[config.mk]
export PLATFORM = sky130hd
export DESIGN_NAME = rc_ppm_frame_encoder_core
export DESIGN_NICKNAME = d
export VERILOG_FILES = /design/src/rtl/rcppm_pkg.sv /design/src/rtl/rc_ppm_frame_encoder_core.sv /design/src/rtl/rcppm_front.sv /design/src/rtl/rcppm_back.sv
export VERILOG_INCLUDE_DIRS = /design/src /design/src/rtl
export SDC_FILE = /design/constraint.sdc
export NUM_CORES = 1
export LEC_CHECK = 0
export BUFFER_PORTS_ARGS = -buffer_cell sky130_fd_sc_hd__buf_2
export CAP_MARGIN = 20
export CORE_MARGIN = 5
export CORE_UTILIZATION = 60
export CTS_CLUSTER_DIAMETER = 200
export CTS_CLUSTER_SIZE = 40
export DETAILED_ROUTE_END_ITERATION = 7
export GPL_ROUTABILITY_DRIVEN = 0
export GPL_TIMING_DRIVEN = 0
export PLACE_DENSITY = 0.85
export RECOVER_POWER = 100
export SLEW_MARGIN = 20
export SYNTH_ARGS = -nofsm -noshare
export SYNTH_HDL_FRONTEND = slang
export SYNTH_HIERARCHICAL = 1
export SYNTH_SLANG_ARGS = --single-unit
[constraint.sdc]
create_clock -name clk -period 8.85 [get_ports clk]
set_input_delay 2.2125 -clock clk [delete_from_list [all_inputs] [get_ports clk]]
set_output_delay 2.2125 -clock clk [all_outputs]
set_load 0.02 [all_outputs]
[src/rtl/assert_macros.svh]
// Assertion macros used by rcppm_back.
// Each macro expects a clock named clk and a synchronous reset named rst in scope.
`ifndef ASSERT_MACROS_SVH
`define ASSERT_MACROS_SVH

// Check that an expression holds on every clock edge outside reset
`define ASSERT_ALWAYS(label, expr, msg) \
  label: assert property (@(posedge clk) disable iff (rst) (expr)) else $error(msg);

// Check that a condition implies a consequence in the same cycle
`define ASSERT_IMPLIES(label, ante, cons, msg) \
  label: assert property (@(posedge clk) disable iff (rst) (ante) |-> (cons)) else $error(msg);

// Check that a condition implies a consequence on the next cycle
`define ASSERT_NEXT(label, ante, cons, msg) \
  label: assert property (@(posedge clk) disable iff (rst) (ante) |=> (cons)) else $error(msg);

`endif

[src/rtl/rcppm_pkg.sv]
// Shared types and constants for the PPM frame encoder.
// No dependencies; used by rcppm_front, rcppm_back and the top level.
package rcppm_pkg;

  localparam int NUM_CHANNELS  = 9;
  localparam int PAYLOAD_BYTES = 7;
  localparam int LEN_W         = $clog2(PAYLOAD_BYTES + 1);
  localparam int CNT_W         = $clog2(NUM_CHANNELS + 1);
  localparam int SUM_W         = $clog2(NUM_CHANNELS * 255 + 1);
  localparam int IQ_DEPTH      = 4;
  localparam int IQ_PTR_W      = $clog2(IQ_DEPTH);
  localparam int IQ_CNT_W      = $clog2(IQ_DEPTH + 1);

  localparam logic [CNT_W-1:0] SYNC_SLOT = CNT_W'(NUM_CHANNELS);

  // Command codes on the cmd field
  localparam logic CMD_PACKET = 1'b0;
  localparam logic CMD_TICK   = 1'b1;

  // Configuration register indexes
  localparam logic [2:0] REG_FRAME_PERIOD = 3'd0;
  localparam logic [2:0] REG_MIN_SYNC     = 3'd1;
  localparam logic [2:0] REG_BASE_WIDTH   = 3'd2;
  localparam logic [2:0] REG_GAP_WIDTH    = 3'd3;
  localparam logic [2:0] REG_CHAN_MIN     = 3'd4;
  localparam logic [2:0] REG_CHAN_MAX     = 3'd5;
  localparam logic [2:0] REG_TRIM_LIMIT   = 3'd6;
  localparam logic [2:0] REG_TRIM_REPEAT  = 3'd7;

  // Trim switch codes
  localparam logic [7:0] TRIM_NONE     = 8'd0;
  localparam logic [7:0] TRIM_ROLL_UP  = 8'd2;
  localparam logic [7:0] TRIM_ROLL_DN  = 8'd1;
  localparam logic [7:0] TRIM_PITCH_UP = 8'd6;
  localparam logic [7:0] TRIM_PITCH_DN = 8'd3;
  localparam logic [7:0] TRIM_YAW_UP   = 8'd18;
  localparam logic [7:0] TRIM_YAW_DN   = 8'd9;
  localparam logic [7:0] TRIM_THR_UP   = 8'd54;
  localparam logic [7:0] TRIM_THR_DN   = 8'd27;

  // Reset values
  localparam logic [7:0] CHAN_RESET [NUM_CHANNELS] =
    '{8'h06, 8'h7d, 8'h7d, 8'h7d, 8'h7d, 8'h00, 8'h00, 8'h00, 8'h00};
  localparam logic [7:0] PAY_RESET [PAYLOAD_BYTES] =
    '{8'h00, 8'h7d, 8'h7d, 8'h7d, 8'h7d, 8'h00, 8'h00};
  localparam logic signed [6:0] TRIM_RESET = -7'sd5;

  typedef struct packed {
    logic [15:0] frame_period;
    logic [15:0] min_sync;
    logic [9:0]  base_width;
    logic [9:0]  gap_width;
    logic [7:0]  chan_min;
    logic [7:0]  chan_max;
    logic [5:0]  trim_limit;
    logic [7:0]  trim_repeat;
  } cfg_t;

  // Classified item as it sits in the queue between front and back
  typedef struct packed {
    logic                             is_tick;
    logic [LEN_W-1:0]                 len;
    logic [PAYLOAD_BYTES-1:0][7:0]    bytes;
  } item_t;

  typedef struct packed {
    logic        level;
    logic [15:0] dur;
    logic        red;
    logic        green;
  } result_t;

endpackage

[src/rtl/rc_ppm_frame_encoder_core.sv]
// Top level of the PPM frame encoder: configuration registers, front end
// and back end. Depends on rcppm_pkg, rcppm_front and rcppm_back.
//
// Usage:
//   Input channel: drive cmd and the payload fields with push high; the item
//   is taken on a clock edge where full is low. cmd low is a received packet
//   (payload_length above 7 drops it), cmd high is a timer tick.
//   Result channel: each tick yields one segment (line_level, duration_ticks,
//   led_red, led_green) shown while empty is low and taken when pop is high.
//   Packets yield no result.
//   An item is written into the item queue, executed from its head into the
//   result queue, and its result can be popped from there.
//   Throughput: one item per cycle while the result queue has room. A sync
//   pulse that directly follows a packet waits for the registered sum to update.
//   When the receiver stops popping, two results are held, then the next tick
//   waits at the head of the four-entry item queue and full rises once four
//   items wait; nothing behind that tick is executed until a result is popped.
//   Configuration: cfg_wr_en writes cfg_data into register cfg_addr at once;
//   write only while no item is in flight.
//   Reset (rst, synchronous): registers take their defaults, channels and
//   trims their power-up values, both queues empty.
module rc_ppm_frame_encoder_core (
  input  logic        clk,
  input  logic        rst,
  input  logic        push,
  output logic        full,
  input  logic        cmd,
  input  logic [7:0]  payload_length,
  input  logic [7:0]  throttle_byte,
  input  logic [7:0]  roll_byte,
  input  logic [7:0]  pitch_byte,
  input  logic [7:0]  yaw_byte,
  input  logic [7:0]  knob_byte,
  input  logic [7:0]  switch_bits,
  input  logic [7:0]  trim_code,
  output logic        empty,
  input  logic        pop,
  output logic        line_level,
  output logic [15:0] duration_ticks,
  output logic        led_red,
  output logic        led_green,
  input  logic        cfg_wr_en,
  input  logic [2:0]  cfg_addr,
  input  logic [15:0] cfg_data
);

  rcppm_pkg::cfg_t    cfg;
  rcppm_pkg::item_t   head;
  rcppm_pkg::result_t res;
  logic               head_valid;
  logic               head_take;

  // Hold configuration registers
  always_ff @(posedge clk) begin
    if (rst) begin
      cfg.frame_period <= 16'd5000;
      cfg.min_sync     <= 16'd1250;
      cfg.base_width   <= 10'd150;
      cfg.gap_width    <= 10'd100;
      cfg.chan_min     <= 8'd6;
      cfg.chan_max     <= 8'd244;
      cfg.trim_limit   <= 6'd50;
      cfg.trim_repeat  <= 8'd20;
    end else if (cfg_wr_en) begin
      unique case (cfg_addr)
        rcppm_pkg::REG_FRAME_PERIOD: cfg.frame_period <= cfg_data;
        rcppm_pkg::REG_MIN_SYNC:     cfg.min_sync     <= cfg_data;
        rcppm_pkg::REG_BASE_WIDTH:   cfg.base_width   <= cfg_data[9:0];
        rcppm_pkg::REG_GAP_WIDTH:    cfg.gap_width    <= cfg_data[9:0];
        rcppm_pkg::REG_CHAN_MIN:     cfg.chan_min     <= cfg_data[7:0];
        rcppm_pkg::REG_CHAN_MAX:     cfg.chan_max     <= cfg_data[7:0];
        rcppm_pkg::REG_TRIM_LIMIT:   cfg.trim_limit   <= cfg_data[5:0];
        rcppm_pkg::REG_TRIM_REPEAT:  cfg.trim_repeat  <= cfg_data[7:0];
        default: ;
      endcase
    end
  end

  rcppm_front u_front (
    .clk            (clk),
    .rst            (rst),
    .push           (push),
    .full           (full),
    .cmd            (cmd),
    .payload_length (payload_length),
    .throttle_byte  (throttle_byte),
    .roll_byte      (roll_byte),
    .pitch_byte     (pitch_byte),
    .yaw_byte       (yaw_byte),
    .knob_byte      (knob_byte),
    .switch_bits    (switch_bits),
    .trim_code      (trim_code),
    .head           (head),
    .head_valid     (head_valid),
    .head_take      (head_take)
  );

  rcppm_back u_back (
    .clk        (clk),
    .rst        (rst),
    .cfg        (cfg),
    .head       (head),
    .head_valid (head_valid),
    .head_take  (head_take),
    .empty      (empty),
    .pop        (pop),
    .res        (res)
  );

  assign line_level     = res.level;
  assign duration_ticks = res.dur;
  assign led_red        = res.red;
  assign led_green      = res.green;

endmodule

[src/rtl/rcppm_front.sv]
// Front end: accepts items, drops overlong packets, queues the rest.
// Depends on rcppm_pkg.
module rcppm_front (
  input  logic                 clk,
  input  logic                 rst,
  input  logic                 push,
  output logic                 full,
  input  logic                 cmd,
  input  logic [7:0]           payload_length,
  input  logic [7:0]           throttle_byte,
  input  logic [7:0]           roll_byte,
  input  logic [7:0]           pitch_byte,
  input  logic [7:0]           yaw_byte,
  input  logic [7:0]           knob_byte,
  input  logic [7:0]           switch_bits,
  input  logic [7:0]           trim_code,
  output rcppm_pkg::item_t     head,
  output logic                 head_valid,
  input  logic                 head_take
);

  rcppm_pkg::item_t                     item_in;
  rcppm_pkg::item_t                     mem [rcppm_pkg::IQ_DEPTH];
  logic [rcppm_pkg::IQ_PTR_W-1:0]       wr_ptr;
  logic [rcppm_pkg::IQ_PTR_W-1:0]       rd_ptr;
  logic [rcppm_pkg::IQ_CNT_W-1:0]       count;
  logic                                 keep;
  logic                                 enq;
  logic                                 deq;

  // Classify: ticks always pass, packets only when they fit the payload
  always_comb begin
    keep = (cmd == rcppm_pkg::CMD_TICK) ||
           (payload_length <= 8'(rcppm_pkg::PAYLOAD_BYTES));
    item_in.is_tick  = (cmd == rcppm_pkg::CMD_TICK);
    item_in.len      = payload_length[rcppm_pkg::LEN_W-1:0];
    item_in.bytes[0] = throttle_byte;
    item_in.bytes[1] = roll_byte;
    item_in.bytes[2] = pitch_byte;
    item_in.bytes[3] = yaw_byte;
    item_in.bytes[4] = knob_byte;
    item_in.bytes[5] = switch_bits;
    item_in.bytes[6] = trim_code;
  end

  assign full       = (count == rcppm_pkg::IQ_CNT_W'(rcppm_pkg::IQ_DEPTH));
  assign enq        = push && !full && keep;
  assign head_valid = (count != '0);
  assign deq        = head_take && head_valid;
  assign head       = mem[rd_ptr];

  // Store queued items
  always_ff @(posedge clk) begin
    if (enq) begin
      mem[wr_ptr] <= item_in;
    end
  end

  // Advance pointers and fill count
  always_ff @(posedge clk) begin
    if (rst) begin
      wr_ptr <= '0;
      rd_ptr <= '0;
      count  <= '0;
    end else begin
      if (enq) begin
        wr_ptr <= wr_ptr + 1'b1;
      end
      if (deq) begin
        rd_ptr <= rd_ptr + 1'b1;
      end
      case ({enq, deq})
        2'b10:   count <= count + 1'b1;
        2'b01:   count <= count - 1'b1;
        default: count <= count;
      endcase
    end
  end

endmodule

[src/rtl/rcppm_back.sv]
// Back end: applies packets to trims and channel widths, turns ticks into
// PPM segments, and buffers results. Depends on rcppm_pkg, assert_macros.svh.
`include "assert_macros.svh"
module rcppm_back (
  input  logic                 clk,
  input  logic                 rst,
  input  rcppm_pkg::cfg_t      cfg,
  input  rcppm_pkg::item_t     head,
  input  logic                 head_valid,
  output logic                 head_take,
  output logic                 empty,
  input  logic                 pop,
  output rcppm_pkg::result_t   res
);

  logic [7:0]                      channel_store [rcppm_pkg::NUM_CHANNELS];
  logic [7:0]                      payload_store [rcppm_pkg::PAYLOAD_BYTES];
  logic [7:0]                      chan_next     [rcppm_pkg::NUM_CHANNELS];
  logic [7:0]                      pay_next      [rcppm_pkg::PAYLOAD_BYTES];
  logic signed [6:0]               trim_thr, trim_roll, trim_pitch, trim_yaw;
  logic signed [6:0]               trim_thr_next, trim_roll_next;
  logic signed [6:0]               trim_pitch_next, trim_yaw_next;
  logic [7:0]                      repeat_countdown, repeat_countdown_next;
  logic [rcppm_pkg::CNT_W-1:0]     channel_counter, channel_counter_next;
  logic                            gap_next, red_held, green_held;
  logic [rcppm_pkg::SUM_W-1:0]     chan_sum, chan_sum_next;
  logic                            sum_stale;
  logic                            step;
  logic                            need_sync;
  logic                            tick_ok;
  logic                            take_pkt, take_tick;
  logic [10:0]                     per_chan;
  logic [14:0]                     overhead;
  logic signed [17:0]              sync_raw;
  rcppm_pkg::result_t              res_new;
  rcppm_pkg::result_t              rq_mem [2];
  logic                            rq_wr, rq_rd;
  logic [1:0]                      rq_count;
  logic                            rq_push, rq_pop;

  function automatic logic signed [6:0] trim_inc(input logic signed [6:0] t,
                                                 input logic [5:0] lim);
    logic signed [7:0] t_w;
    t_w = $signed({t[6], t});
    if (t_w < $signed({2'b00, lim})) begin
      return t + 7'sd1;
    end
    return t;
  endfunction

  function automatic logic signed [6:0] trim_dec(input logic signed [6:0] t,
                                                 input logic [5:0] lim);
    logic signed [7:0] t_w;
    logic signed [7:0] neg;
    t_w = $signed({t[6], t});
    neg = -$signed({2'b00, lim});
    if (t_w > neg) begin
      return t - 7'sd1;
    end
    return t;
  endfunction

  // Upper bound is tested first, so with inverted bounds a value above chan_max gives chan_max, any other chan_min
  function automatic logic [7:0] clamp_chan(input logic signed [10:0] v,
                                            input logic [7:0] lo,
                                            input logic [7:0] hi);
    if (v > $signed({3'b000, hi})) begin
      return hi;
    end
    if (v < $signed({3'b000, lo})) begin
      return lo;
    end
    return v[7:0];
  endfunction

  // Merge packet bytes, step trims, recompute channels
  always_comb begin
    for (int i = 0; i < rcppm_pkg::PAYLOAD_BYTES; i++) begin
      pay_next[i] = (i < int'(head.len)) ? head.bytes[i] : payload_store[i];
    end
    step                  = 1'b0;
    repeat_countdown_next = 8'd0;
    if (pay_next[6] != rcppm_pkg::TRIM_NONE) begin
      if (repeat_countdown == 8'd0) begin
        step                  = 1'b1;
        repeat_countdown_next = cfg.trim_repeat;
      end else begin
        repeat_countdown_next = repeat_countdown - 8'd1;
      end
    end
    trim_thr_next   = trim_thr;
    trim_roll_next  = trim_roll;
    trim_pitch_next = trim_pitch;
    trim_yaw_next   = trim_yaw;
    if (step) begin
      unique case (pay_next[6])
        rcppm_pkg::TRIM_ROLL_UP:  trim_roll_next  = trim_inc(trim_roll, cfg.trim_limit);
        rcppm_pkg::TRIM_ROLL_DN:  trim_roll_next  = trim_dec(trim_roll, cfg.trim_limit);
        rcppm_pkg::TRIM_PITCH_UP: trim_pitch_next = trim_inc(trim_pitch, cfg.trim_limit);
        rcppm_pkg::TRIM_PITCH_DN: trim_pitch_next = trim_dec(trim_pitch, cfg.trim_limit);
        rcppm_pkg::TRIM_YAW_UP:   trim_yaw_next   = trim_inc(trim_yaw, cfg.trim_limit);
        rcppm_pkg::TRIM_YAW_DN:   trim_yaw_next   = trim_dec(trim_yaw, cfg.trim_limit);
        rcppm_pkg::TRIM_THR_UP:   trim_thr_next   = trim_inc(trim_thr, cfg.trim_limit);
        rcppm_pkg::TRIM_THR_DN:   trim_thr_next   = trim_dec(trim_thr, cfg.trim_limit);
        default: ;
      endcase
    end
    chan_next[0] = clamp_chan(11'sd255 - $signed({3'b000, pay_next[0]})
                              - $signed({{4{trim_thr_next[6]}}, trim_thr_next}),
                              cfg.chan_min, cfg.chan_max);
    chan_next[1] = clamp_chan($signed({3'b000, pay_next[1]})
                              - $signed({{4{trim_roll_next[6]}}, trim_roll_next}),
                              cfg.chan_min, cfg.chan_max);
    chan_next[2] = clamp_chan(11'sd255 - $signed({3'b000, pay_next[2]})
                              - $signed({{4{trim_pitch_next[6]}}, trim_pitch_next}),
                              cfg.chan_min, cfg.chan_max);
    chan_next[3] = clamp_chan($signed({3'b000, pay_next[3]})
                              - $signed({{4{trim_yaw_next[6]}}, trim_yaw_next}),
                              cfg.chan_min, cfg.chan_max);
    chan_next[4] = clamp_chan($signed({3'b000, pay_next[4]}),
                              cfg.chan_min, cfg.chan_max);
    for (int i = 0; i < 4; i++) begin
      chan_next[5 + i] = pay_next[5][i] ? cfg.chan_max : cfg.chan_min;
    end
  end

  // Sum of stored channel widths, registered into chan_sum after the store
  always_comb begin
    chan_sum_next = '0;
    for (int i = 0; i < rcppm_pkg::NUM_CHANNELS; i++) begin
      chan_sum_next = chan_sum_next + rcppm_pkg::SUM_W'(channel_store[i]);
    end
  end

  // Build the next segment for a tick
  always_comb begin
    need_sync = !gap_next && (channel_counter >= rcppm_pkg::SYNC_SLOT);
    per_chan  = {1'b0, cfg.base_width} + {1'b0, cfg.gap_width};
    overhead  = 15'({per_chan, 3'b000}) + 15'(per_chan) + 15'(chan_sum);
    sync_raw  = $signed({2'b00, cfg.frame_period}) - $signed({3'b000, overhead});
    channel_counter_next = channel_counter;
    res_new.red   = red_held;
    res_new.green = green_held;
    if (gap_next) begin
      res_new.level = 1'b0;
      res_new.dur   = 16'(cfg.gap_width);
      res_new.red   = (channel_counter == rcppm_pkg::CNT_W'(3));
      res_new.green = (channel_counter == '0);
    end else if (need_sync) begin
      res_new.level = 1'b1;
      res_new.dur   = (sync_raw < $signed({2'b00, cfg.min_sync})) ?
                      cfg.min_sync : sync_raw[15:0];
      channel_counter_next = '0;
    end else begin
      res_new.level = 1'b1;
      res_new.dur   = 16'(channel_store[channel_counter]) + 16'(cfg.base_width);
      channel_counter_next = channel_counter + 1'b1;
    end
  end

  // Stall a tick on a full result queue or a sync that needs a fresh sum
  assign tick_ok   = (rq_count < 2'd2) && !(need_sync && sum_stale);
  assign head_take = head_valid && (!head.is_tick || tick_ok);
  assign take_pkt  = head_take && !head.is_tick;
  assign take_tick = head_take && head.is_tick;
  assign rq_push   = take_tick;
  assign empty     = (rq_count == 2'd0);
  assign rq_pop    = pop && !empty;
  assign res       = rq_mem[rq_rd];

  // Hold channel, payload and trim state
  always_ff @(posedge clk) begin
    if (rst) begin
      for (int i = 0; i < rcppm_pkg::NUM_CHANNELS; i++) begin
        channel_store[i] <= rcppm_pkg::CHAN_RESET[i];
      end
      for (int i = 0; i < rcppm_pkg::PAYLOAD_BYTES; i++) begin
        payload_store[i] <= rcppm_pkg::PAY_RESET[i];
      end
      trim_thr         <= rcppm_pkg::TRIM_RESET;
      trim_roll        <= rcppm_pkg::TRIM_RESET;
      trim_pitch       <= rcppm_pkg::TRIM_RESET;
      trim_yaw         <= rcppm_pkg::TRIM_RESET;
      repeat_countdown <= 8'd0;
      chan_sum         <= '0;
      sum_stale        <= 1'b1;
    end else begin
      chan_sum  <= chan_sum_next;
      sum_stale <= take_pkt;
      if (take_pkt) begin
        channel_store    <= chan_next;
        payload_store    <= pay_next;
        trim_thr         <= trim_thr_next;
        trim_roll        <= trim_roll_next;
        trim_pitch       <= trim_pitch_next;
        trim_yaw         <= trim_yaw_next;
        repeat_countdown <= repeat_countdown_next;
      end
    end
  end

  // Advance segment state on each tick
  always_ff @(posedge clk) begin
    if (rst) begin
      channel_counter <= '0;
      gap_next        <= 1'b0;
      red_held        <= 1'b0;
      green_held      <= 1'b0;
    end else if (take_tick) begin
      channel_counter <= channel_counter_next;
      gap_next        <= !gap_next;
      red_held        <= res_new.red;
      green_held      <= res_new.green;
    end
  end

  // Result queue storage
  always_ff @(posedge clk) begin
    if (rq_push) begin
      rq_mem[rq_wr] <= res_new;
    end
  end

  // Result queue pointers
  always_ff @(posedge clk) begin
    if (rst) begin
      rq_wr    <= 1'b0;
      rq_rd    <= 1'b0;
      rq_count <= 2'd0;
    end else begin
      if (rq_push) begin
        rq_wr <= !rq_wr;
      end
      if (rq_pop) begin
        rq_rd <= !rq_rd;
      end
      case ({rq_push, rq_pop})
        2'b10:   rq_count <= rq_count + 2'd1;
        2'b01:   rq_count <= rq_count - 2'd1;
        default: rq_count <= rq_count;
      endcase
    end
  end

  `ASSERT_ALWAYS(a_rq_bound, rq_count <= 2'd2, "result queue overflow")
  `ASSERT_ALWAYS(a_cnt_bound, channel_counter <= rcppm_pkg::SYNC_SLOT, "channel counter past sync")
  `ASSERT_IMPLIES(a_sync_fresh, take_tick && need_sync, !sum_stale, "sync used a stale sum")
  `ASSERT_NEXT(a_sync_wrap, take_tick && need_sync, channel_counter == '0, "counter not wrapped")

endmodule

==> results.md, run 1 <==
* CP Capture Type: register
* Syn Area/Cell at around 11 um^2
* Number of global-route vias before repair at 25100
* Initial antenna violation count at 0
* Post-Syn Instances at 3012
* Reg area at 13400 um^2
* MaxCap Viol Count at 5
* Layout area overhead at 5.58%
* Final hold slack at 0.472 ns
* Initial cell density of the core at 60.8%
* Initial DRT Pass Iterations at 7
* Leakage at 13.2 nW
* CP required at 9.35 ns
* DRT iter0 DRCs at 3076
* DIE HEIGHT at 241 um
* Fin crit period at 8.33 ns
* TNS Setup at 0 ns
* Synthesized area at 32100 um^2
* Post-route design area at approximately 34000 um^2
* CTS tree: yes
* Final ANT Viol Nets at 0
* Largest net degree at the start of global routing at 50
* Multi-input gate area in the final layout at about 17000 um^2
* ANT cells at 0
* Worst vdd ir at a little over 0.0009 V
* R2R Setup Slk at 0.52 ns
* Fillers at 4000
* Ports at 110
* FP Rows at between 80 and 90
* Worst-skew pair later-pin latency at 0.58 ns
* Share of cells above drive strength 1 at 7.17%
* Outcome: finished with violations
* CP max FO at 10
* Power Total at 14.5 mW
* Core Region at 52800 um^2
* DR vias at 25200
* Ys Warns at 6
* WP data arrival at 8.83 ns
* Setup Skew at 0.0336 ns
* DP Wirelength at 68600 um
* # clock sinks at 538
* Congestion Overflow GR at 0
* CTS Buffer Depth at 3
* # hold bufs at CTS at 0
* Final Util at 64.2%
* Hold/Removal Path Class: reg -> reg
* Setup Fix Bufs, Post-CTS at 0
* Die footprint at 58200 um^2
* Failing checks: capacitance limit, slew limit
* GRT Total Usage at 29.8%
* Final setup vio count at 0
* CTS buffer count at 17
* Max-slew headroom at -105%
* Slew @ Worst Pin at 3.07 ns
* Post-CTS sizing at 0
* PortBufs at 105
* H-tree Lvls at 1
* Average wire per standard cell at 23.2 um
* DR vias/cell at 6.56
* Drt total wl at about 89000 um
* First-pass GRT wire length at 137000 um
* CP Class: reg -> reg
* Period utilisation layout at 94.1%
* DRC viols at 0
* Slew Limit Fails at 209
* RSZ-0062 raised after global routing: false
* Clock slew at reported path FFs at 0.15 ns
* Die width at 241 um
* Placed cell area at around 34000 um^2
* HP Start: u_back/repeat_countdown[6]
* Fmax at 120 MHz
* Post-Syn Nets at approximately 3400
* Startpoint Class: register
* Final nets at 3561
* Pwr per Cell Area at 428 nW/um^2
* Root Buffer: clkbuf_16
* Hold Vio Cnt, Final at 0
## final timing paths
kind | to | depth (start not counted)
max | u_back/channel_store[45] | 27
max reg2reg | u_back/channel_store[45] | 27
min reg2reg | u_back/repeat_countdown[6] | 2
min | u_back/repeat_countdown[6] | 2
## placed cells by master, fill, tap and decap left out, drive strengths merged, types with 32 or more instances in the layout
master	instances
a211oi	70
a21o	37
a21oi	162
buf	61
clkbuf	221
dfxtp	276
edfxtp	262
fa	79
ha	252
inv	180
mux2	49
mux2i	159
mux4	72
nand2	174
nand2b	90
nand3	57
nor2	290
nor2b	32
nor3	73
o211ai	40
o21a	39
o21ai	118
xnor2	52
xor2	32
## metrics by stage
step           instances  setup slack [ns]
3_5_place_dp        3810             0.786
6_report            3838             0.520
5_1_grt             3838            0.0969
3_3_place_gp        3805              1.16
4_1_cts             3838             0.745
2_1_floorplan       3012              2.08
## area by class of cell
| class | count | area share (%) |
|---|---|---|
| well taps | 688 | 2.54 |
| clock buffers | 26 | 1.35 |
| plain buffers | 146 | 1.85 |
| clock inverters | 2 | 0.114 |
| flip-flops and latches | 538 | 39.5 |
| multi-input cells | 2149 | 51.3 |
| repair buffers | 110 | 1.32 |
| inverters | 179 | 1.98 |
## power breakdown
part / internal, mW / switching, mW / total [mW]
Combinational: 4.16 / 5.73 / 9.89
Sequential: 3.11 / 0.386 / 3.49
Clock: 0.377 / 0.729 / 1.11
## routing by layer
metal	GRT usage, %	vias up	wire length (um)
li1	-	11200	-
met1	37.1	12000	32900
met2	49.5	1529	41400
met3	5.28	393	8230
met4	16.8	0	6630
met5	0	-	0
## state kept, by name, summed over array words and instances, names as in the netlist, named ones only
signal and count:
u_front/mem 224, cfg 82, u_back/channel_store 72, u_back/payload_store 52, u_back/rq_mem 38, u_back/chan_sum 12
u_back/repeat_countdown 8, u_back/trim_pitch 7, u_back/trim_roll 7, u_back/trim_thr 7, u_back/trim_yaw 7, u_back/channel_counter 4
u_front/count 3, u_back/rq_count 2, u_front/rd_ptr 2, u_front/wr_ptr 2, u_back/gap_next 1, u_back/green_held 1
u_back/red_held 1, u_back/rq_rd 1, u_back/rq_wr 1, u_back/sum_stale 1
## worst max-delay path, cell delays in order, from the launching register on
cell	delay, ns
dfxtp_1	0.34
clkbuf_1	0.36
buf_2	0.46
mux4_2	0.27
clkbuf_1	0.39
nand3_1	0.30
nor4_1	0.67
a211o_1	0.29
clkbuf_1	0.54
nor2_1	0.10
o21ai_0	0.57
ha_1	0.35
nor2b_1	0.14
o31a_1	0.26
o21a_1	0.20
o21a_1	0.22
o21ai_0	0.16
nand2b_1	0.08
xnor2_1	0.33
ha_1	0.20
nand4_1	0.10
nor2_1	0.15
a21oi_1	0.11
a32oi_1	0.26
o21ai_0	0.14
mux2i_1	0.67
nor2_1	0.21
a221oi_1	0.32
No activity file was read; power rests on OpenSTA's default activity.
==> inputs of run 2 (changes only) <==
- CORE_MARGIN: 5 -> 2
- clock period: 8.85 -> 7.93 ns (I/O delays scaled with it)
==> run 2 against run 1 <==
  * The flow still finishes with violations (capacitance limit, slew limit)
  * Utilization rose by 0.19 points
  * Combinational power rose by 14%
  * Design area rose by 0.29%
  * Highest routed layer unchanged
==> results.md, run 2 (same netlist as run 1, synthesis figures left out) <==
* Failing checks: capacitance limit, slew limit
* Final setup vio count at 0
* R2R Setup Slk at between 0.2 and 0.3 ns
* Layout area overhead at 5.89%
* Clock slew at reported path FFs at approximately 0.15 ns
* Die width at 235 um
* DR vias/cell at about 6.6
* Initial antenna violation count at 0
* CP Class: reg -> reg
* GRT Total Usage at 31.2%
* CP required at 8.44 ns
* DR vias at 25300
* Number of flip-flops under the largest register name at 224
* CTS Buffer Depth at 3
* H-tree Lvls at 1
* Startpoint Class: register
* Average wire per standard cell at 23.2 um
* Initial cell density of the core at 60.8%
* Root Buffer: clkbuf_16
* First-pass GRT wire length at about 140000 um
* Initial DRT Pass Iterations at 6
* Core Region at 52800 um^2
* Placed cells at 3810
* WP data arrival at 8.18 ns
* # clock sinks at around 540
* Number of global-route vias before repair at around 25000
* HP Start: u_back/green_held
* Slew @ Worst Pin at around 3 ns
* ANT cells at 0
* Commonest non-fill, non-tap cell in the layout: nor2_1
* Leakage at 13.3 nW
* Hold Vio Cnt, Final at 0
* Final setup margin at approximately 0.26 ns
* Worst-skew pair later-pin latency at 0.59 ns
* Congestion Overflow GR at 0
* Final nets at roughly 3600
* Max-slew headroom at -106%
* PortBufs at 105
* Place WS at -0.166 ns
* Most frequent cells in the layout: nor2_1 (290), dfxtp_1 (276), edfxtp_1 (262)
* CTS tree: yes
* Hold/Removal Path Class: reg -> reg
* Drt total wl at 89000 um
* CP max FO at 10
* Final ANT Viol Nets at 0
* Slew Limit Fails at 200
* RSZ-0062 raised after global routing: false
* Layout Cells excl Fill at 3840
* Final hold slack at 0.479 ns
* Outcome: finished with violations
* DP Wirelength at 68200 um
* MaxCap Viol Count at 4
* TNS Setup at 0 ns
* DIE HEIGHT at 235 um
* Setup Skew at around 0.045 ns
* Ports at 110
* Die footprint at 55400 um^2
* Largest Register: u_front/mem
* DRC viols at 0
* Fmax at around 130 MHz
* CTS buffer count at 17
* Pwr per Cell Area at a little under 500 nW/um^2
* Share of cells above drive strength 1 at 7.55%
* CP Capture Type: register
* # hold bufs at CTS at 0
* FP Rows at 84
* Largest net degree at the start of global routing at 50
* Power Total at around 16 mW
* Worst vdd ir at 0.00101 V
* Fin crit period at 7.67 ns
* DRT iter0 DRCs at 2771
* Period utilisation layout at 96.7%
* Top flop regs: u_front/mem (224), cfg (82), u_back/channel_store (72)
[run 2: layer usage]
layer | track usage (%) | vias up | share of wire (%) | wire (um)
met4 | 20.2 | 0 | 7.6 | 6770
met2 | 51.2 | 1524 | 46 | 41000
li1 | - | 11200 | - | -
met1 | 38.2 | 12100 | 37 | 32600
met5 | 0.173 | - | 0 | 0
met3 | 5.46 | 427 | 9.7 | 8620
[run 2: timing repair]
item | 4_1_cts | 5_1_grt
endpoints found under the setup margin | 14 | 58
pin swaps | 0 | 1
gates resized for setup | 3 | 12
setup buffers | 0 | 3
[run 2: worst max-delay path: stages (launching register included)]
cell and delay, ns:
dfxtp_1 0.34, buf_2 0.21, buf_6 0.26, mux4_2 0.55, clkbuf_1 0.27, nand3_1 0.30
nor4_2 0.12, a211oi_1 0.46, buf_2 0.37, clkbuf_1 0.56, a21oi_1 0.18, a31o_2 0.32
ha_1 0.35, nor2b_1 0.16, o21a_1 0.16, o21ai_0 0.32, a21boi_0 0.51, ha_1 0.36
a21o_1 0.17, a211o_1 0.29, o211ai_1 0.08, a32oi_1 0.12, o21ai_0 0.35, mux2i_4 0.20
or2_2 0.34, o21ai_0 0.22
[run 2: path summary, 6_finish.rpt]
kind	end	cells after the start
worst max-delay path	u_back/channel_store[41]	25
worst min-delay path	u_back/green_held	2
worst max register to register	u_back/channel_store[41]	25
worst min register to register	u_back/green_held	2
[run 2: power by group]
group,switching (mW),total (mW),internal (mW)
clock,0.822,1.24,0.422
sequential,0.429,3.90,3.47
combinational,6.54,11.3,4.71
total,7.80,16.4,8.60
[run 2: area by class of cell]
type	count	area, um^2
fill	3924	18800
multi-input combinational	2149	17500
sequential	538	13400
tap	688	861
inverter	179	672
buffer	144	631
timing repair buffer	113	467
clock buffer	27	463
clock inverter	2	38.8
[run 2: per-stage QoR]
stage	util, %	instance area, um^2
global route	64.4	34000
finish	64.4	34000
CTS	64.7	34100
detailed placement	63.7	33600
floorplan	-	32100
global placement	63.5	33500
